==> config.mk <==
export PLATFORM = sky130hd
export DESIGN_NAME = tlsb_fifo
export DESIGN_NICKNAME = d
export VERILOG_FILES = /design/src/design/tlsb_pkg.sv /design/src/design/tlsb_fifo.sv
export SDC_FILE = /design/constraint.sdc
export NUM_CORES = 1
export LEC_CHECK = 0
export ABC_AREA = 1
export BUFFER_PORTS_ARGS = -buffer_cell sky130_fd_sc_hd__buf_2
export CORE_UTILIZATION = 62
export DETAILED_ROUTE_END_ITERATION = 8
export PLACE_DENSITY = 0.88
export SLEW_MARGIN = 20
export SYNTH_ARGS = -nofsm -noshare
export SYNTH_HDL_FRONTEND = slang
export SYNTH_SLANG_ARGS = --single-unit
==> constraint.sdc <==
create_clock -name clk_i -period 5.8 [get_ports clk_i]
set_input_delay 0.58 -clock clk_i [delete_from_list [all_inputs] [get_ports clk_i]]
set_output_delay 0.58 -clock clk_i [all_outputs]
set_load 0.03 [all_outputs]
==> src/design/tlsb_pkg.sv <==
// ---------------------------------------------------------------------------
// tlsb_pkg
// Shared constants and types for the text line scrollback buffer.
// ---------------------------------------------------------------------------
package tlsb_pkg;

  localparam int MAX_COLS   = 256;
  localparam int MAX_ROWS   = 28;
  localparam int SCROLLBACK = 100;

  // Physical line slots: every stored line plus the line being built, so the
  // line under construction never shares a slot with a stored line.
  localparam int SLOTS      = MAX_ROWS + SCROLLBACK + 1;
  localparam int SLOT_W     = $clog2(SLOTS);
  localparam int COL_W      = $clog2(MAX_COLS);
  localparam int LEN_W      = COL_W + 1;
  localparam int CHAR_AW    = SLOT_W + COL_W;
  localparam int CHAR_DEPTH = SLOTS * MAX_COLS;

  localparam int TAB_SPACES = 4;
  localparam int TAB_W      = $clog2(TAB_SPACES + 1);
  localparam int SUB_W      = $clog2(TAB_SPACES);

  localparam int FIFO_DEPTH = 4;
  localparam int FIFO_AW    = $clog2(FIFO_DEPTH);

  // Fixed field widths
  localparam int CHAR_W  = 8;
  localparam int LINE_W  = 7;
  localparam int COUNT_W = 8;
  localparam int ROWS_W  = 5;

  localparam logic REG_COLUMNS     = 1'b0;
  localparam logic REG_SCREEN_ROWS = 1'b1;

  typedef enum logic {
    CMD_FEED = 1'b0,
    CMD_READ = 1'b1
  } cmd_e;

  typedef enum logic [1:0] {
    ESC_NONE  = 2'd0,
    ESC_START = 2'd1,
    ESC_SEQ   = 2'd2
  } esc_phase_e;

  typedef struct packed {
    logic [COUNT_W-1:0] line_count;
    logic [LINE_W-1:0]  cursor_row;
    logic [CHAR_W-1:0]  current_length;
    logic               dropped;
  } res_t;

  // One request as handed from the front to the back
  typedef struct packed {
    logic               is_read;
    logic               line_ok;
    logic [SLOT_W-1:0]  slot;
    logic [COL_W-1:0]   col;
    logic [CHAR_W-1:0]  wr_char;
    logic [TAB_W-1:0]   wr_cnt;
    logic               len_we;
    logic [LEN_W-1:0]   len_val;
    res_t               res;
  } op_t;

endpackage

==> src/design/tlsb_fifo.sv <==
// ---------------------------------------------------------------------------
// tlsb_fifo
// Short request queue between front and back.
// ---------------------------------------------------------------------------
module tlsb_fifo import tlsb_pkg::*; (
  input  logic clk_i,
  input  logic rst_ni,
  input  logic push_i,
  input  op_t  data_i,
  output logic full_o,
  input  logic pop_i,
  output logic valid_o,
  output op_t  data_o
);

  op_t                entries_q [FIFO_DEPTH];
  logic [FIFO_AW-1:0] wr_ptr_q, rd_ptr_q;
  logic [FIFO_AW:0]   count_q;
  logic               do_push, do_pop;

  assign full_o  = (count_q == (FIFO_AW+1)'(FIFO_DEPTH));
  assign valid_o = (count_q != '0);
  assign data_o  = entries_q[rd_ptr_q];
  assign do_push = push_i && !full_o;
  assign do_pop  = pop_i && valid_o;

  always_ff @(posedge clk_i) begin
    if (do_push) entries_q[wr_ptr_q] <= data_i;
  end

  always_ff @(posedge clk_i or negedge rst_ni) begin
    if (!rst_ni) begin
      wr_ptr_q <= '0;
      rd_ptr_q <= '0;
      count_q  <= '0;
    end else begin
      if (do_push) wr_ptr_q <= wr_ptr_q + FIFO_AW'(1);
      if (do_pop)  rd_ptr_q <= rd_ptr_q + FIFO_AW'(1);
      case ({do_push, do_pop})
        2'b10:   count_q <= count_q + (FIFO_AW+1)'(1);
        2'b01:   count_q <= count_q - (FIFO_AW+1)'(1);
        default: count_q <= count_q;
      endcase
    end
  end

endmodule

==> flow_summary.toml, run 1 <==
[status]
status = "finished, final reports clean"

[die]
row_count = 47
io_pins = 132
initial_utilization = 0.641
core-area_um2 = 16700
die_h_um = 133
die-area_um2 = 17800
die_width_um = 133

[min_path]
hold_depth = 1
holdCritPathClass = "input pin to register"
min_to = "entries_q[1][3]"
min_from = "data_i[3]"

[global_routing]
grt_pass1_vias = 6301
grt_pass1_wl_mm = 31.9
grtUsageMet2 = 0.403
grt_max_degree = 142
grt_use_met3 = 0.0350
track_usage = 0.234
grt_overflow = 0
busiest_layer = "met2"
antenna_found_initial = 1
grtUsageMet1 = 0.308

[route]
drc_errors = 0
first_pass_iters = 5
postRouteWirelength_mm = 20.4
dr.first_iter.drc_count = 371
vias = 6284
drtAntennaViolNets = 0
vias_per_cell = 5.42
wl_per_cell_um = 17.6

[logic_synthesis]
synth.most_common_cell = "edfxtp_1"
synth_area_leaders = "edfxtp_1, nand2_1, o211ai_2"
synth-seq-cells = 259
ys_dominant_reg_cell = "edfxtp_1"
synth_top_area_cell = "edfxtp_1"
synthArstFlopShare = 0.0270
netlist_instances = 795
netlist-cell-type-count = 19
synthTopCellsByCount = "edfxtp_1, nand2_1, inv_1"
synth_area_um2 = 10700
synth_edf_count = 252
synth.avg_cell_area_um2 = 13.5
ys_warn_count = 0
ys_seq_area_frac = 0.723
synth_top_area_share = 0.707
synth_fp_nets = 868

[final_layout]
nets = 994
finish.utilization = 0.733
fill_cells = 1057
drive_gt1_frac = 0.258
syn2layout_area_growth_pct = 14.3

[timing]
hold_viol = 0
setup_viol = 0
setup_tns_ps = 0
finClkSkew_ps = 6.41
maxSlewHeadroom = 0.234
finalCritPeriodShare = 0.662
finalCriticalPeriod_ps = 3840
worstMarginPinSlew_ps = 1150
clock.fmax_ghz = 0.261
drv_slew = 0
rsz0062_at_grt = "false"

[critical_path]
endpoint_kind = "output pin"
rr_worst_depth = 5
r2r_slack_ps = 3050
worstSetupStartpointType = "register"
worstSetupPathType = "register to output pin"
regToRegEndpoint = "entries_q[2][3]"
cp_data_arrival_time_ps = 3260
r2r_start = "count_q[0]"
worstPathRequired_ps = 5220
cp_max_fo = 66

[placement]
place_congestion = 0.757
port_buffers = 131
place_hpwl_mm = 12.2

[power]
power.leakage_nw = 5.02
peakVddDrop_mv = 0.415
power.density_nw_per_um2 = 547

[run]
cap_violations = 0

[clock_network]
tritoncts = "done"
cts_setup_buffers = 0
ctsHtreeMaxLevel = 1
tritoncts.num_buffers = 25
cts_resized = 0
clk_pin_slew_ps = 60
cts_root_buf = "clkbuf_16"
clock_path_buffers = 3
clock_sinks = 259
clk_latency_ps = 500
critical path: stages (launching register included):
cell and delay, ps:
dfrtp_4 1190, inv_2 590, buf_4 430, o211ai_1 180
nand2_1 100, buf_2 200
routing by layer:
metal	share of wire	routed length, um
met3	0.052	1060
met5	0	0
met1	0.41	8380
met4	0.023	461
met2	0.51	10500
registers in the layout (all words and copies together) (netlist names):
name / cells
entries_q: 252
count_q: 3
rd_ptr_q: 2
wr_ptr_q: 2
worst max path at each step:
stage / startpoint / to / slack (ps) / depth (start not counted)
2_1_floorplan: push_i / entries_q[0][0] / 1950 / 2
3_3_place_gp: rd_ptr_q[1] / data_o[35] / 2620 / 5
3_5_place_dp: rd_ptr_q[1] / data_o[56] / 2570 / 5
4_1_cts: rd_ptr_q[1] / data_o[55] / 1980 / 5
5_1_grt: rd_ptr_q[1] / data_o[37] / 1870 / 5
6_report: rd_ptr_q[1] / data_o[55] / 1960 / 5
area by class of cell:
cell class	count	area [um^2]	area share
Sequential cell	259	7750	0.633
Antenna cell	1	2.50	0.000204
Inverter	142	541	0.0441
Multi-Input combinational cell	353	2210	0.180
Timing Repair Buffer	140	738	0.0603
Clock buffer	33	686	0.0560
Clock inverter	11	48.8	0.00399
Tap cell	220	275	0.0225
cells by family (layout without fill, tap and decap cells):
family                     after synthesis  after routing  share of synthesized area
adders and majority gates                6              6                    0.00771
buffers and inverters                  183            326                     0.0739
DFF                                    259            259                      0.723
other                                    0              1                          0
and+or+nand+nor                        219            219                     0.0778
AOI/OAI and AO/OA                      127            127                      0.117
xor gates and xnor gates                 1              1                   0.000818
power breakdown:
group	internal [W]	switching, W
combinational	0.000695	0.00187
clock	0.000825	0.000633
sequential	0.00247	0.000209
through the flow:
step	hold WS, ps	cells	instance area [um^2]	worst slack [ps]	power [W]
2_1_floorplan	284	795	10700	1950	0.00463
3_3_place_gp	425	1112	11500	2620	0.00519
3_5_place_dp	428	1113	11500	2570	0.00527
4_1_cts	276	1158	12200	1980	0.00673
5_1_grt	278	1159	12200	1870	0.00702
6_report	292	1159	12200	1960	0.00669
placed cells by master, fill, tap and decap left out, drive strengths merged:
cell type      n
xnor2          1
nand2        207
inv          142
dlygate4sd3    1
nand4          1
fa             1
dfrtp          7
clkbuf        33
ha             5
nor2           4
buf          139
diode          1
nand3          7
clkinv        11
edfxtp       252
o211ai       126
o21ai          1
what timing repair did:
| item | in CTS | in global routing |
|---|---|---|
| endpoints found under the hold margin | 7 | 0 |
| endpoints found under the setup margin | 0 | 0 |
| hold buffers | 1 | 0 |
No activity file was read; power rests on OpenSTA's default activity.
==> run 2, diff against run 1 <==
--- a/config.mk
+++ b/config.mk
@@ -5,11 +5,11 @@
 export SDC_FILE = /design/constraint.sdc
 export NUM_CORES = 1
 export LEC_CHECK = 0
-export ABC_AREA = 1
+export ABC_AREA = 0
 export BUFFER_PORTS_ARGS = -buffer_cell sky130_fd_sc_hd__buf_2
-export CORE_UTILIZATION = 62
+export CORE_UTILIZATION = 51
 export DETAILED_ROUTE_END_ITERATION = 8
-export PLACE_DENSITY = 0.88
+export PLACE_DENSITY = 0.79
 export SLEW_MARGIN = 20
 export SYNTH_ARGS = -nofsm -noshare
 export SYNTH_HDL_FRONTEND = slang
==> constraint.sdc (replaced) <==
create_clock -name clk_i -period 3.4 [get_ports clk_i]
set_input_delay 0.34 -clock clk_i [delete_from_list [all_inputs] [get_ports clk_i]]
set_output_delay 0.34 -clock clk_i [all_outputs]
set_load 0.03 [all_outputs]
==> run 2 against run 1 <==
Net effect:
- the run now ends with design-rule violations left
- design area fell by 8.9%
- area after synthesis fell by 11%
- first-iteration DRC count fell by 23%
- die area rose by 7.9%
- largest cell class unchanged
- largest power group unchanged
==> flow_summary.toml, run 2 <==
[die]
io_pins = 132
core-area_um2 = 18100
die-area_um2 = 19200
die_h_um = 139
initial_utilization = 0.525
die_width_um = 139
row_count = 49

[final_layout]
reg_top3 = "entries_q x252, count_q x3"
largest_reg_flops = 252
finish.utilization = 0.615
mostFrequentLayoutCells = "edfxtp_1, buf_2, mux4_2, clkbuf_16"
nets = 587
drive_gt1_frac = 0.449
antenna-diode-count = 0
final_common_cell = "edfxtp_1"
regArea_um2 = 7750
multiInputGateArea_um2 = 1650
fill_cells = 1264
regMostFlops = "entries_q"
syn2layout_area_growth_pct = 17.2

[timing]
rsz0062_at_grt = "false"
drv_slew = 0
setup_viol = 0
finClkSkew_ps = 12.7
hold_viol = 0
finalCriticalPeriod_ps = 2530
setup_tns_ps = 0
clock.fmax_ghz = 0.396
finalCritPeriodShare = 0.743
worstMarginPinSlew_ps = 968
maxSlewHeadroom = 0.355

[logic_synthesis]
synth_top_area_cell = "edfxtp_1"
synth.most_common_cell = "edfxtp_1"
synth-seq-cells = 259
ys_dominant_reg_cell = "edfxtp_1"
synth_area_leaders = "edfxtp_1, mux4_2, dfrtp_1"
synth_top_area_share = 0.795
synth_area_um2 = 9520
netlist_instances = 366
synthArstFlopShare = 0.0270
ys_seq_area_frac = 0.813
ys_warn_count = 0
synth_fp_nets = 439
netlist-cell-type-count = 20
synthTopCellsByCount = "edfxtp_1, mux4_2, buf_2, dfrtp_1"
synth.avg_cell_area_um2 = 26.0
synth_edf_count = 252

[run]
cap_violations = 0

[critical_path]
cpMaxStageDelayCell = "dfrtp_2"
worstSetupPathType = "register to output pin"
max_stage_delay_ps = 710
cp_data_arrival_time_ps = 2190
cp_cell_sequence = "buf_12, mux4_2, buf_2"
endpoint_kind = "output pin"
cp_max_fo = 45
worstSetupStartpointType = "register"
worstPathRequired_ps = 3060

[clock_network]
cts_root_buf = "clkbuf_16"
ctsHtreeMaxLevel = 1
clock_sinks = 259
clk_pin_slew_ps = 60
tritoncts = "done"
clk_latency_ps = 520
cts_resized = 0
clock_path_buffers = 3
tritoncts.num_buffers = 25

[power]
power.leakage_nw = 3.83
power.density_nw_per_um2 = 940
peakVddDrop_mv = 1.17

[global_routing]
grt_pass1_wl_mm = 24.9
grt_max_degree = 64
grt_pass1_vias = 4546
antenna_found_initial = 0
grt_overflow = 0
track_usage = 0.171

[placement]
port_buffers = 131
place_hpwl_mm = 9.10
place_congestion = 0.667

[status]
status = "finished with violations"
violations = "design-rule violations"

[route]
vias_per_cell = 5.50
dr.first_iter.drc_count = 286
highest_layer = "met4"
wl_per_cell_um = 20.9
drc_errors = 10
postRouteWirelength_mm = 15.9
met2_length_mm = 8.42
wl_met1_mm = 6.26
vias = 4172
first_pass_iters = 7
wl_met3_um = 984
drtAntennaViolNets = 0

[min_path]
holdCritPathClass = "input pin to register"
run 2: cell count changes after synthesis, moves of 4 or more:
cell,change
mux4_2,+63
and2_1,+4
o211ai_1,-66
o211ai_2,-60
inv_2,-4
nand3_1,-7
nand2_1,-206
clkbuf_1,-17
buf_6,-6
inv_1,-132
run 2: cell type report:
cell class	instances	area share
Sequential cell	259	0.694
Multi-Input combinational cell	87	0.148
Timing Repair Buffer	135	0.0639
Clock buffer	30	0.0578
Tap cell	229	0.0257
Clock inverter	13	0.00785
Inverter	6	0.00202
run 2: repair_timing:
item,4_1_cts,5_1_grt
setup buffers,0,0
hold endpoints to repair,7,0
hold buffers,1,0
run 2: path summary, 6_finish.rpt:
kind,startpoint,to,slack (ps),depth (start not counted)
hold reg to reg,count_q[2],count_q[2],500,1
setup reg to reg,count_q[2],entries_q[2][37],1280,3
hold / removal,data_i[45],entries_q[3][45],40,1
min in group asynchronous,rst_ni,count_q[1],200,2
setup / recovery,rd_ptr_q[1],data_o[10],870,3
max in group asynchronous,rst_ni,rd_ptr_q[0],3020,2
run 2: report_power, final:
part           internal [W]  switching [W]
sequential          0.00424       0.000234
clock               0.00142        0.00107
combinational       0.00130        0.00222
total               0.00695        0.00353
run 2: worst max-delay path: cells and delay by family, from the launching register on:
kind	cells	cell delay, ps
flops	1	710
buf+inv	2	510
mux	1	370
run 2: logic make-up after synthesis:
| kind of cell | count (synthesis) | synth area share |
|---|---|---|
| AOI/OAI and AO/OA | 1 | 0.000920 |
| xor gates and xnor gates | 6 | 0.00552 |
| adders and majority gates | 6 | 0.00868 |
| buffers and inverters | 20 | 0.0139 |
| DFF | 259 | 0.813 |
| muxes | 65 | 0.151 |
| and+or+nand+nor | 9 | 0.00631 |
run 2: metrics by stage:
stage                     setup WS, ps  hold WS, ps  std cells  power, W  cell area (um^2)
final                              873         37.4        759    0.0105             11200
after global routing               768         17.2        759    0.0109             11200
after CTS                          833         22.1        759    0.0106             11200
after detailed placement          1240          185        715   0.00814             10400
after global placement            1310          180        715   0.00804             10400
after floorplan                    598         44.4        366   0.00719              9520
run 2: routing by layer:
metal	GRT usage	vias to the layer above
li1	-	1858
met1	0.220	2170
met2	0.297	128
met3	0.0373	16
met4	0.0439	0
met5	0	-
==> run 3, diff against run 2 <==
--- a/config.mk
+++ b/config.mk
@@ -5,9 +5,9 @@
 export SDC_FILE = /design/constraint.sdc
 export NUM_CORES = 1
 export LEC_CHECK = 0
-export ABC_AREA = 0
+export ABC_AREA = 1
 export BUFFER_PORTS_ARGS = -buffer_cell sky130_fd_sc_hd__buf_2
-export CORE_UTILIZATION = 51
+export CORE_UTILIZATION = 52
 export DETAILED_ROUTE_END_ITERATION = 8
 export PLACE_DENSITY = 0.79
 export SLEW_MARGIN = 20
==> constraint.sdc (replaced) <==
create_clock -name clk_i -period 2.09 [get_ports clk_i]
set_input_delay 0.209 -clock clk_i [delete_from_list [all_inputs] [get_ports clk_i]]
set_output_delay 0.209 -clock clk_i [all_outputs]
set_load 0.03 [all_outputs]
==> run 3 against run 2 <==
Net effect:
- sequential cell count did not move
- critical path depth up 3
- register-to-register slack worse by 1000 ps
- sequential share of layout area down 12 points
- largest cell class unchanged
- critical endpoint is now data_o[58]
- die area rose by 10%
- wire length is 40% higher
- cell count up 71%
- largest power group is now combinational logic
- clock power grew 85%
- the run now ends clean
- design area rose by 22%
- global-route usage is 2.9 points higher
- power rose by 94%
- clock skew down 1.2 ps
==> flow_summary.toml, run 3 (synthesis results as in run 1) <==
[status]
status = "finished, final reports clean"

[critical_path]
endpoint_kind = "output pin"
worstSetupPathType = "register to output pin"
r2r_start = "count_q[0]"
cp_max_fo = 30
r2r_slack_ps = 260
worstSetupStartpointType = "register"
regToRegEndpoint = "count_q[2]"
worstPathRequired_ps = 1880
cp_data_arrival_time_ps = 1830
rr_worst_depth = 10

[power]
peakVddDrop_mv = 1.09
power.density_nw_per_um2 = 1500
power.leakage_nw = 5.57

[timing]
finalCritPeriodShare = 0.976
drv_slew = 0
setup_viol = 0
finalCriticalPeriod_ps = 2040
maxSlewHeadroom = 0.738
worstMarginPinSlew_ps = 394
hold_viol = 0
setup_slack_ps = 49.8
finClkSkew_ps = 11.6
rsz0062_at_grt = "true"
clock.fmax_ghz = 0.490

[placement]
pre_cts_ws_ps = 286
place_hpwl_mm = 11.5
place_congestion = 0.708
port_buffers = 131
place_inst = 1179

[route]
drc_errors = 0
first_pass_iters = 4
vias_per_cell = 5.05
postRouteWirelength_mm = 22.2
drtAntennaViolNets = 0
wl_per_cell_um = 17.1
dr.first_iter.drc_count = 413
vias = 6566

[clock_network]
tritoncts.num_buffers = 27
clock_sinks = 259
ctsHtreeMaxLevel = 1
tritoncts = "done"
clock_path_buffers = 3
cts_root_buf = "clkbuf_16"
clk_pin_slew_ps = 60
clk_latency_ps = 520

[die]
die_width_um = 146
row_count = 52
die_h_um = 146
io_pins = 132
core-area_um2 = 20200
initial_utilization = 0.529
die-area_um2 = 21200

[final_layout]
stdcell_count = 1301
syn2layout_area_growth_pct = 26.9
reg_top3 = "entries_q x252, count_q x3"
drive_gt1_frac = 0.264
fill_cells = 1350
mostFrequentLayoutCells = "edfxtp_1, nand2_1, inv_1, buf_2"
antenna-diode-count = 0
regMostFlops = "entries_q"
largest_reg_flops = 252
nets = 1086
multiInputGateArea_um2 = 2210
regArea_um2 = 7750
final_common_cell = "edfxtp_1"

[global_routing]
grt_pass1_vias = 6661
track_usage = 0.200
grt_overflow = 0
grt_pass1_wl_mm = 32.9
antenna_found_initial = 0
grt_max_degree = 53

[min_path]
holdCritPathClass = "input pin to async pin"

[run]
cap_violations = 0
## run 3: report_power, final
part	internal [W]	switching, W
Sequential	0.00684	0.000307
Combinational	0.00276	0.00584
Clock	0.00273	0.00188
Total	0.0123	0.00803
## run 3: metrics by stage
step / TNS, ps / total power (W) / instance area (um^2) / hold WS, ps / utilization
detailed placement: 0 / 0.0150 / 11800 / 49.4 / 0.584
CTS: -16.1 / 0.0200 / 13400 / 41.5 / 0.663
floorplan: 0 / 0.0128 / 10700 / -86.6 / -
finish: 0 / 0.0204 / 13600 / 55.1 / 0.672
global route: -79.3 / 0.0214 / 13600 / 56.1 / 0.672
global placement: 0 / 0.0149 / 11800 / 51.8 / 0.584
## run 3: how the worst max path moves through the flow
stage / from / endpoint / slack, ps / cells past startpoint
final: rd_ptr_q[0] / data_o[58] / 50 / 6
after global routing: rd_ptr_q[0] / data_o[58] / -20 / 6
after CTS: rd_ptr_q[0] / data_o[24] / -20 / 6
after detailed placement: count_q[0] / count_q[2] / 290 / 10
after global placement: count_q[0] / count_q[2] / 390 / 10
after floorplan: count_q[0] / entries_q[0][0] / 10 / 4
## run 3: cell type report
cell class,count,area share
clock buffers,30,0.0506
clock inverters,17,0.0124
inverters,142,0.0406
multi-input cells,353,0.163
flip-flops and latches,259,0.570
well taps,270,0.0249
repair buffers,228,0.136
repair inverters,2,0.00212
## run 3: per-layer routing
layer	part of all wire	wire (um)	GRT usage	vias to the layer above
met4	0.018	403	0.0563	0
li1	-	-	-	3202
met5	0	0	0	-
met2	0.51	11400	0.357	141
met3	0.039	870	0.0354	31
met1	0.43	9530	0.249	3192
## run 3: timing repair
action	4_1_cts	5_1_grt
endpoints found under the setup margin	58	59
endpoints found under the hold margin	263	0
pin swaps	0	1
resized for setup	9	12
cloned	2	6
buffers inserted	1	0
hold buffers	66	0
## run 3: critical path, stage by stage (launching register included)
cell and delay, ps:
dfrtp_2 480, inv_16 170, buf_16 200, nand2_1 80
o211ai_1 100, nand2_1 90, buf_2 190
