--- src/design/tlsb_pkg.sv ---
// ---------------------------------------------------------------------------
// tlsb_pkg
// Shared constants and types for the text line scrollback buffer.
// ---------------------------------------------------------------------------
package tlsb_pkg;

  localparam int MAX_COLS   = 256;
  localparam int MAX_ROWS   = 28;
  localparam int SCROLLBACK = 100;

  // Physical line slots: every stored line plus the line being built, so the
  // line under construction never shares a slot with a stored line.
  localparam int SLOTS      = MAX_ROWS + SCROLLBACK + 1;
  localparam int SLOT_W     = $clog2(SLOTS);
  localparam int COL_W      = $clog2(MAX_COLS);
  localparam int LEN_W      = COL_W + 1;
  localparam int CHAR_AW    = SLOT_W + COL_W;
  localparam int CHAR_DEPTH = SLOTS * MAX_COLS;

  localparam int TAB_SPACES = 4;
  localparam int TAB_W      = $clog2(TAB_SPACES + 1);
  localparam int SUB_W      = $clog2(TAB_SPACES);

  localparam int FIFO_DEPTH = 4;
  localparam int FIFO_AW    = $clog2(FIFO_DEPTH);

  // Fixed field widths
  localparam int CHAR_W  = 8;
  localparam int LINE_W  = 7;
  localparam int COUNT_W = 8;
  localparam int ROWS_W  = 5;

  localparam logic REG_COLUMNS     = 1'b0;
  localparam logic REG_SCREEN_ROWS = 1'b1;

  typedef enum logic {
    CMD_FEED = 1'b0,
    CMD_READ = 1'b1
  } cmd_e;

  typedef enum logic [1:0] {
    ESC_NONE  = 2'd0,
    ESC_START = 2'd1,
    ESC_SEQ   = 2'd2
  } esc_phase_e;

  typedef struct packed {
    logic [COUNT_W-1:0] line_count;
    logic [LINE_W-1:0]  cursor_row;
    logic [CHAR_W-1:0]  current_length;
    logic               dropped;
  } res_t;

  // One request as handed from the front to the back
  typedef struct packed {
    logic               is_read;
    logic               line_ok;
    logic [SLOT_W-1:0]  slot;
    logic [COL_W-1:0]   col;
    logic [CHAR_W-1:0]  wr_char;
    logic [TAB_W-1:0]   wr_cnt;
    logic               len_we;
    logic [LEN_W-1:0]   len_val;
    res_t               res;
  } op_t;

endpackage

--- src/design/tlsb_front.sv ---
// ---------------------------------------------------------------------------
// tlsb_front
// Byte classifier: escape tracking, line length, ring pointers, commits.
// ---------------------------------------------------------------------------
module tlsb_front import tlsb_pkg::*; (
  input  logic                clk_i,
  input  logic                rst_ni,
  input  logic                cfg_we_i,
  input  logic                cfg_index_i,
  input  logic [CHAR_W-1:0]   cfg_data_i,
  input  logic                in_valid_i,
  input  logic                full_i,
  input  logic                cmd_i,
  input  logic [CHAR_W-1:0]   byte_in_i,
  input  logic [LINE_W-1:0]   read_line_i,
  input  logic [COL_W-1:0]    read_col_i,
  output logic                push_o,
  output op_t                 op_o
);

  localparam logic [CHAR_W-1:0] CH_BS    = 8'h08;
  localparam logic [CHAR_W-1:0] CH_TAB   = 8'h09;
  localparam logic [CHAR_W-1:0] CH_LF    = 8'h0a;
  localparam logic [CHAR_W-1:0] CH_ESC   = 8'h1b;
  localparam logic [CHAR_W-1:0] CH_SPACE = 8'h20;
  localparam logic [CHAR_W-1:0] CH_DEL   = 8'h7f;
  localparam logic [CHAR_W-1:0] CH_LBRK  = 8'h5b;
  localparam logic [CHAR_W-1:0] CH_FIN_M = 8'h6d;
  localparam logic [CHAR_W-1:0] CH_FIN_H = 8'h48;
  localparam logic [CHAR_W-1:0] CH_FIN_J = 8'h4a;
  localparam logic [CHAR_W-1:0] CH_FIN_K = 8'h4b;
  localparam logic [CHAR_W-1:0] CH_FIN_h = 8'h68;
  localparam logic [CHAR_W-1:0] CH_FIN_l = 8'h6c;

  localparam logic [CHAR_W-1:0] COLUMNS_RESET = 8'd80;
  localparam logic [ROWS_W-1:0] ROWS_RESET    = 5'd24;

  function automatic logic is_final(input logic [CHAR_W-1:0] b);
    return (b == CH_FIN_M) || (b == CH_FIN_H) || (b == CH_FIN_J) ||
           (b == CH_FIN_K) || (b == CH_FIN_h) || (b == CH_FIN_l);
  endfunction

  function automatic logic [SLOT_W-1:0] slot_inc(input logic [SLOT_W-1:0] s);
    return (s == SLOT_W'(SLOTS - 1)) ? '0 : s + SLOT_W'(1);
  endfunction

  logic [CHAR_W-1:0]  columns_q;
  logic [ROWS_W-1:0]  rows_q;
  esc_phase_e         phase_q, phase_d;
  logic [LEN_W-1:0]   len_q, len_d;
  logic [SLOT_W-1:0]  oldest_q, oldest_d;
  logic [SLOT_W-1:0]  build_q, build_d;
  logic [COUNT_W-1:0] stored_q, stored_d;
  logic [LINE_W-1:0]  cursor_q, cursor_d;

  logic               accept;
  logic               text_byte;
  logic [LEN_W-1:0]   cols_eff;
  logic [ROWS_W-1:0]  rows_eff;
  logic [COUNT_W-1:0] limit;
  logic               drop;
  logic [LEN_W-1:0]   room;
  logic [TAB_W-1:0]   tab_n;
  logic [SLOT_W:0]    rd_sum;
  logic [SLOT_W-1:0]  rd_slot;

  assign accept = in_valid_i && !full_i;
  assign push_o = accept;

  // Bytes that reach the text handler (the '[' after ESC and sequence bytes do not)
  assign text_byte = (cmd_i == CMD_FEED) && (phase_q != ESC_SEQ) &&
                     !((phase_q == ESC_START) && (byte_in_i == CH_LBRK));

  always_comb begin
    cols_eff = (columns_q == '0) ? LEN_W'(1) : {1'b0, columns_q};
    if (cols_eff > LEN_W'(MAX_COLS)) cols_eff = LEN_W'(MAX_COLS);
    rows_eff = (rows_q == '0) ? ROWS_W'(1) : rows_q;
    if (rows_eff > ROWS_W'(MAX_ROWS)) rows_eff = ROWS_W'(MAX_ROWS);
  end

  assign limit = COUNT_W'(rows_eff) + COUNT_W'(SCROLLBACK);
  assign drop  = (stored_q >= limit);
  assign room  = (len_q < cols_eff) ? (cols_eff - len_q) : '0;
  assign tab_n = (room >= LEN_W'(TAB_SPACES)) ? TAB_W'(TAB_SPACES) : room[TAB_W-1:0];

  assign rd_sum  = {1'b0, oldest_q} + (SLOT_W+1)'(read_line_i);
  assign rd_slot = (rd_sum >= (SLOT_W+1)'(SLOTS)) ?
                   SLOT_W'(rd_sum - (SLOT_W+1)'(SLOTS)) : rd_sum[SLOT_W-1:0];

  // Escape phase next state
  always_comb begin
    phase_d = phase_q;
    if (cmd_i == CMD_FEED) begin
      case (phase_q)
        ESC_SEQ: begin
          if (is_final(byte_in_i)) phase_d = ESC_NONE;
        end
        ESC_START: begin
          if (byte_in_i == CH_LBRK)     phase_d = ESC_SEQ;
          else if (byte_in_i == CH_ESC) phase_d = ESC_START;
          else                          phase_d = ESC_NONE;
        end
        default: begin
          phase_d = (byte_in_i == CH_ESC) ? ESC_START : ESC_NONE;
        end
      endcase
    end
  end

  // Line state and request build
  always_comb begin
    logic             commit;
    logic             by_nl;
    logic [LEN_W-1:0] len_app;

    commit   = 1'b0;
    by_nl    = 1'b0;
    len_app  = len_q;
    len_d    = len_q;
    oldest_d = oldest_q;
    build_d  = build_q;
    stored_d = stored_q;
    cursor_d = cursor_q;

    op_o         = '0;
    op_o.slot    = build_q;
    op_o.col     = len_q[COL_W-1:0];
    op_o.wr_char = byte_in_i;

    if (cmd_i == CMD_READ) begin
      op_o.is_read = 1'b1;
      op_o.line_ok = (COUNT_W'(read_line_i) < stored_q);
      op_o.slot    = rd_slot;
      op_o.col     = read_col_i;
    end else if (text_byte) begin
      if (byte_in_i == CH_LF) begin
        commit = 1'b1;
        by_nl  = 1'b1;
      end else if ((byte_in_i == CH_BS) || (byte_in_i == CH_DEL)) begin
        if (len_q != '0) len_d = len_q - LEN_W'(1);
      end else if ((byte_in_i >= CH_SPACE) && (byte_in_i < CH_DEL)) begin
        if (len_q < LEN_W'(MAX_COLS)) begin
          op_o.wr_cnt = TAB_W'(1);
          len_app     = len_q + LEN_W'(1);
        end
        len_d = len_app;
        if (len_app >= cols_eff) commit = 1'b1;
      end else if (byte_in_i == CH_TAB) begin
        op_o.wr_char = CH_SPACE;
        op_o.wr_cnt  = tab_n;
        len_d        = len_q + LEN_W'(tab_n);
      end
    end

    if (commit) begin
      op_o.len_we  = 1'b1;
      op_o.len_val = len_d;
      if (drop) oldest_d = slot_inc(oldest_q);
      stored_d = drop ? stored_q : stored_q + COUNT_W'(1);
      if (by_nl) begin
        cursor_d = LINE_W'(stored_d - COUNT_W'(1));
      end else if (drop && (cursor_q != '0)) begin
        cursor_d = cursor_q - LINE_W'(1);
      end
      len_d   = '0;
      build_d = slot_inc(build_q);
    end

    op_o.res.line_count     = stored_d;
    op_o.res.cursor_row     = cursor_d;
    op_o.res.current_length = len_d[CHAR_W-1:0];
    op_o.res.dropped        = commit && drop;
  end

  always_ff @(posedge clk_i or negedge rst_ni) begin
    if (!rst_ni) begin
      columns_q <= COLUMNS_RESET;
      rows_q    <= ROWS_RESET;
    end else if (cfg_we_i) begin
      case (cfg_index_i)
        REG_COLUMNS:     columns_q <= cfg_data_i;
        REG_SCREEN_ROWS: rows_q    <= cfg_data_i[ROWS_W-1:0];
        default: ;
      endcase
    end
  end

  always_ff @(posedge clk_i or negedge rst_ni) begin
    if (!rst_ni) begin
      phase_q  <= ESC_NONE;
      len_q    <= '0;
      oldest_q <= '0;
      build_q  <= SLOT_W'(1);
      stored_q <= COUNT_W'(1);
      cursor_q <= '0;
    end else if (accept) begin
      phase_q  <= phase_d;
      len_q    <= len_d;
      oldest_q <= oldest_d;
      build_q  <= build_d;
      stored_q <= stored_d;
      cursor_q <= cursor_d;
    end
  end

endmodule

--- config.mk ---
export PLATFORM = sky130hd
export DESIGN_NAME = tlsb_front
export DESIGN_NICKNAME = d
export VERILOG_FILES = /design/src/design/tlsb_pkg.sv /design/src/design/tlsb_front.sv
export SDC_FILE = /design/constraint.sdc
export NUM_CORES = 1
export LEC_CHECK = 0
export BUFFER_PORTS_ARGS = -buffer_cell sky130_fd_sc_hd__buf_2
export CORE_ASPECT_RATIO = 1.5
export CORE_MARGIN = 3
export CORE_UTILIZATION = 50
export DETAILED_ROUTE_END_ITERATION = 16
export PLACE_DENSITY_LB_ADDON = 0.15
export SYNTH_ARGS = -nofsm -noshare
export SYNTH_HDL_FRONTEND = slang
export SYNTH_SLANG_ARGS = --single-unit
export TNS_END_PERCENT = 20
--- constraint.sdc ---
create_clock -name clk_i -period 7.1 [get_ports clk_i]
set_input_delay 1.42 -clock clk_i [delete_from_list [all_inputs] [get_ports clk_i]]
set_output_delay 1.42 -clock clk_i [all_outputs]
set_load 0.01 [all_outputs]
==> flow_summary.yaml, run 1 <==
status:
  status: "completed"
sta:
  worst_pin_slew_ns: 0.892
  setup_viol: 0
  fin_crit_ns: 6.69
  hold_viol: 0
  holdWs_ns: 0.509
  rsz0062_at_grt: "no"
  fmax_mhz: 150
  maxSlewViolCount: 0
  max_slew_margin: 0.405
  fin_setup_tns_ns: 0
  finalCritPeriodShare: 0.942
  setup_ws_ns: 0.412
  fin_skew_ns: 0.0138
finish:
  antenna_cells: 0
  nets: 924
  finish.utilization: 0.573
  final_cells: 976
  layout_commonest_cell: "buf_2"
  syn2layout_area_growth_pct: 11.3
  design_area_um2: 6610
  layout-drive-gt1-share: 0.185
  final_cell_mix: "buf_2 (101), nand2_1 (80), nor2_1 (73), ha_1 (58), xnor2_1 (51)"
placed_design:
  placed_area_um2: 6450
  hpwlAfterDp_um: 13500
  dpl.cell_count: 968
  io_buffers: 101
  gp_congestion: 0.948
  dp_slack_ns: 0.693
synthesis:
  yosysWarnings: 0
  synth_top_area_frac: 0.206
  synth_edf_count: 0
  yosysTopAreaCell: "dfrtp_1"
  ys_seq_area_frac: 0.233
  postSynthCellCount: 756
  syn_avg_cell_area_um2: 7.86
  syn-cell-area_um2: 5940
  async_reset_ff_frac: 1.00
  synth_nets: 855
  ys.flop_type: "dfrtp_1"
  synth_area_leaders: "dfrtp_1 (21%), ha_1 (12%), xnor2_1 (7.5%)"
  ys_ff_latch: 55
  synth_cell_type_count: 80
hold_path:
  hp-class: "flip-flop to flip-flop"
  worstHoldPathCells: 2
  hold_start: "build_q[0]$_DFFE_PN1P_"
  worstHoldEndpoint: "build_q[0]$_DFFE_PN1P_"
clock_network:
  cts_root_buffer: "clkbuf_16"
  cts_tree: "built"
  cts_htree_levels: 2
  clockBufferDepth: 2
  numClockSinks: 55
  cts_made_buffers: 5
  post_cts_buffers: 0
  ctsHoldBuffers: 0
  clk_latency_ns: 0.31
  clk_pin_slew_worst_paths_ns: 0.08
routing:
  dr.pass1.iters: 5
  totalWireLength_um: 17100
  ant_nets: 0
  avgRoutedWirePerCell_um: 17.5
  vias_per_cell: 5.98
  route.detailed.drc: 0
  vias: 5840
  initialDrtViolationCount: 236
die:
  io_pins: 102
  die_y_um: 139
  die_w_um: 95.0
  core_area_um2: 11500
  placement_rows: 48
  initial_core_util: 0.515
  die_area_um2: 13200
worst_setup_path:
  path_buf_inv: 2
  critPathCaptureType: "output pin"
  cp.required_ns: 5.68
  reg2reg_slack_ns: 2.11
  timing.rr.start: "columns_q[5]$_DFFE_PN0P_"
  path_delay_family: "simple AND/OR/NAND/NOR gates"
  r2r.worst_path.cells: 22
  r2r_end: "len_q[6]$_DFFE_PN0P_"
  crit_fanout: 3
  path_cells: "nor4_1 > a21o_1 > inv_1 > ha_1 > fa_1 > nor2b_1 > o21ai_0 > a21oi_1 > a211oi_1 > xor2_1 > nor4_2 > nand4_1 > or2_2 > fa_1 > nor2b_1 > o21ai_0 > o32ai_2 > nand3_1 > nand2_1 > o21ai_1 > a221oi_2 > nor2_1 > buf_2"
  slowest_delay_ns: 0.42
  worst-endpoint-arrival_ns: 5.27
  path_class: "flip-flop to output pin"
  cp-start-kind: "flip-flop"
  cpMaxStageDelayCell: "dfrtp_1"
power:
  cellPowerDensity_nw_per_um2: 280
  ir_drop_mv: 0.182
  leakagePower_nw: 3.02
  total_power_mw: 1.85
global_routing:
  grt-ovfl-total: 0
  antenna_found_initial: 0
  grt_pass1_vias: 5955
  grt_start_max_net_pins: 56
  grt_usage: 0.264
  grt_first_pass_wirelength_um: 28100
job:
  cap_violations: 0
[flip-flops by register name, indices dropped and copies added, names as in the netlist]
signal / flops
stored_q: 8
cursor_q: 7
len_q: 9
columns_q: 8
oldest_q: 8
build_q: 8
rows_q: 5
phase_q: 2
[layout make-up]
cell class	count	area, um2
well taps	150	188
repair buffers	107	551
clock inverters	3	27.5
flip-flops and latches	55	1380
multi-input cells	604	4140
inverters	52	195
fillers	1135	4920
clock buffers	5	125
[worst max path at each step]
| stage | to | slack, ns | from | cells past startpoint |
|---|---|---|---|---|
| after detailed placement | op_o[30] | 0.69 | columns_q[5]$_DFFE_PN0P_ | 23 |
| after floorplan | op_o[7] | 1.35 | columns_q[5]$_DFFE_PN0P_ | 23 |
| after global placement | op_o[7] | 0.80 | columns_q[5]$_DFFE_PN0P_ | 23 |
| final | op_o[7] | 0.41 | columns_q[5]$_DFFE_PN0P_ | 23 |
| after global routing | op_o[7] | 0.04 | columns_q[5]$_DFFE_PN0P_ | 23 |
| after CTS | op_o[30] | 0.32 | columns_q[5]$_DFFE_PN0P_ | 23 |
[synth_stat cells, drive strengths merged (3+ instances only)]
cell,number
or2,4
o211ai,3
nor3,18
nand2b,5
o21ai,59
buf,19
or4,6
o31ai,4
o21a,6
nand3b,3
mux2,11
nor3b,4
nand2,81
and3,7
nor2b,7
a31oi,7
o22ai,9
nand4,13
a21oi,35
xnor2,51
and2,8
clkinv,7
dfrtp,49
mux2i,8
o32ai,3
inv,45
dfstp,6
ha,58
a21o,13
clkbuf,25
xor2,12
o221ai,4
or3,6
a211oi,11
nor2,73
fa,3
nor4,10
nand3,31
[where the power goes]
| group | total, mW | switching, mW | internal [mW] | leakage (nW) |
|---|---|---|---|---|
| sequential | 0.485 | 0.106 | 0.379 | 0.666 |
| combinational | 1.10 | 0.658 | 0.446 | 2.28 |
| clock | 0.264 | 0.130 | 0.134 | 0.0719 |
[cells by family after synthesis]
group,synth area share
flops,0.233
fa+ha+maj,0.132
mux,0.0350
xor+xnor,0.0929
compound gates,0.201
buf+inv,0.0710
simple gates,0.235
[timing repair]
item / CTS / global route
resized for setup: 0 / 1
setup endpoints to repair: 0 / 2
endpoints found under the hold margin: 0 / 0
[worst min-delay path, stage by stage, from the launching register on]
cell and delay [ns]:
dfstp_2 0.40, nand2_1 0.06, o21ai_1 0.05
[per-layer routing]
metal,track usage,vias up,wire length (um)
li1,-,2810,-
met1,0.279,2765,6300
met2,0.480,198,9050
met3,0.0389,67,792
met4,0.157,0,948
met5,0,-,0
(Power assumes the default switching activity.)
==> run 2, diff against run 1 <==
- CORE_UTILIZATION: 50 -> 40
==> flow_summary.yaml, run 2 (synthesis gave the netlist of run 1 again) <==
clock_network:
  cts_htree_levels: 2
  numClockSinks: 55
  clk_latency_ns: 0.30
  cts_tree: "built"
  cts_made_buffers: 5
  post_cts_buffers: 0
  clk_pin_slew_worst_paths_ns: 0.08
  cts_root_buffer: "clkbuf_16"
  clockBufferDepth: 2
sta:
  rsz0062_at_grt: "no"
  max_slew_margin: 0.298
  finalCritPeriodShare: 0.940
  worst_pin_slew_ns: 1.05
  fmax_mhz: 150
  maxSlewViolCount: 0
  hold_viol: 0
  fin_setup_tns_ns: 0
  fin_skew_ns: 0.00710
  setup_viol: 0
  fin_crit_ns: 6.68
worst_setup_path:
  cp.required_ns: 5.68
  crit_path_start: "columns_q[5]$_DFFE_PN0P_"
  critPathCaptureType: "output pin"
  r2r.worst_path.cells: 22
  crit_fanout: 3
  r2r_end: "len_q[6]$_DFFE_PN0P_"
  timing.rr.start: "columns_q[5]$_DFFE_PN0P_"
  worst-endpoint-arrival_ns: 5.26
  reg2reg_slack_ns: 2.10
  cp-start-kind: "flip-flop"
  path_class: "flip-flop to output pin"
die:
  die_w_um: 105
  core_area_um2: 14300
  initial_core_util: 0.417
  die_area_um2: 16400
  placement_rows: 53
  die_y_um: 155
  io_pins: 102
hold_path:
  hold_start: "build_q[0]$_DFFE_PN1P_"
  worstHoldEndpoint: "build_q[0]$_DFFE_PN1P_"
  worstHoldPathCells: 2
  hp-class: "flip-flop to flip-flop"
global_routing:
  grt_start_max_net_pins: 56
  grt_usage: 0.218
  antenna_found_initial: 0
  grt_pass1_vias: 5848
  grt-ovfl-total: 0
  grt_first_pass_wirelength_um: 29200
finish:
  regMostFlops: "len_q"
  final_cell_mix: "buf_2 (101), nand2_1 (80), nor2_1 (73), ha_1 (58), xnor2_1 (51)"
  nets: 927
  layout_commonest_cell: "buf_2"
  antenna_cells: 0
  final_cells: 1021
  largest_reg_flops: 9
  layout-drive-gt1-share: 0.188
  syn2layout_area_growth_pct: 12.9
job:
  cap_violations: 0
placed_design:
  gp_congestion: 0.935
  hpwlAfterDp_um: 14300
  io_buffers: 101
  dpl.cell_count: 1013
routing:
  avgRoutedWirePerCell_um: 17.8
  ant_nets: 0
  totalWireLength_um: 18200
  initialDrtViolationCount: 276
  route.detailed.drc: 0
  dr.pass1.iters: 4
  vias_per_cell: 5.61
  vias: 5729
power:
  ir_drop_mv: 0.133
  cellPowerDensity_nw_per_um2: 283
  leakagePower_nw: 3.04
status:
  status: "completed"
run 2: cell types whose count changed in the layout (fill, tap and decap cells not counted):
cell / change
inv_6: +1
bufinv_16: +1
clkinv_4: -1
inv_8: -1
buf_4: +3
run 2: worst max-delay path by stage:
stage                     cells after the start       end
after global routing                         24  op_o[30]
after global placement                       23   op_o[7]
after CTS                                    23   op_o[7]
after detailed placement                     23   op_o[7]
final                                        23   op_o[7]
after floorplan                              23   op_o[7]
run 2: timing repair:
action / 4_1_cts / 5_1_grt
setup endpoints to repair: 0 / 4
resized for setup: 0 / 1
hold buffers: 0 / 0
run 2: per-stage QoR:
step / instance area (um2) / power, mW / utilization / hold slack [ns] / setup slack, ns
2_1_floorplan: 5940 / 1.27 / - / 0.471 / 1.35
3_3_place_gp: 6530 / 1.58 / 0.458 / 0.489 / 0.812
3_5_place_dp: 6530 / 1.60 / 0.458 / 0.498 / 0.630
4_1_cts: 6700 / 1.90 / 0.470 / 0.507 / 0.285
5_1_grt: 6700 / 2.05 / 0.470 / 0.555 / 0.0686
6_report: 6700 / 1.90 / 0.470 / 0.500 / 0.425
run 2: critical path, cell delays in order, from the launching register on:
cell	delay (ns)
dfrtp_1	0.41
nor4_1	0.29
a21o_1	0.18
inv_1	0.05
ha_1	0.20
fa_1	0.39
nor2b_1	0.15
o21ai_0	0.13
a21oi_1	0.18
a211oi_1	0.08
xor2_1	0.16
nor4_2	0.41
nand4_1	0.20
or2_2	0.33
fa_1	0.40
nor2b_1	0.16
o21ai_0	0.17
o32ai_2	0.21
nand3_1	0.12
nand2_1	0.09
o21ai_1	0.07
a221oi_2	0.35
nor2_1	0.07
buf_2	0.15
run 2: routing by layer:
| layer | track usage | share of wire | vias up | wire [um] |
|---|---|---|---|---|
| met5 | 0 | 0 | - | 0 |
| met4 | 0.0864 | 0.034 | 0 | 614 |
| met3 | 0.0216 | 0.034 | 33 | 615 |
| met2 | 0.418 | 0.54 | 136 | 9820 |
| met1 | 0.243 | 0.39 | 2752 | 7100 |
| li1 | - | - | 2808 | - |
run 2: power breakdown:
part	leakage (nW)	total [mW]	internal, mW	switching, mW
combinational	2.29	1.12	0.451	0.667
sequential	0.666	0.490	0.379	0.111
clock	0.0804	0.292	0.168	0.124
run 2: area by class of cell:
cell class / instances / area, um2
multi-input cells: 604 / 4140
well taps: 192 / 240
flip-flops and latches: 55 / 1380
repair buffers: 110 / 573
clock buffers: 5 / 125
clock inverters: 3 / 46.3
inverters: 52 / 195
fillers: 1454 / 7550
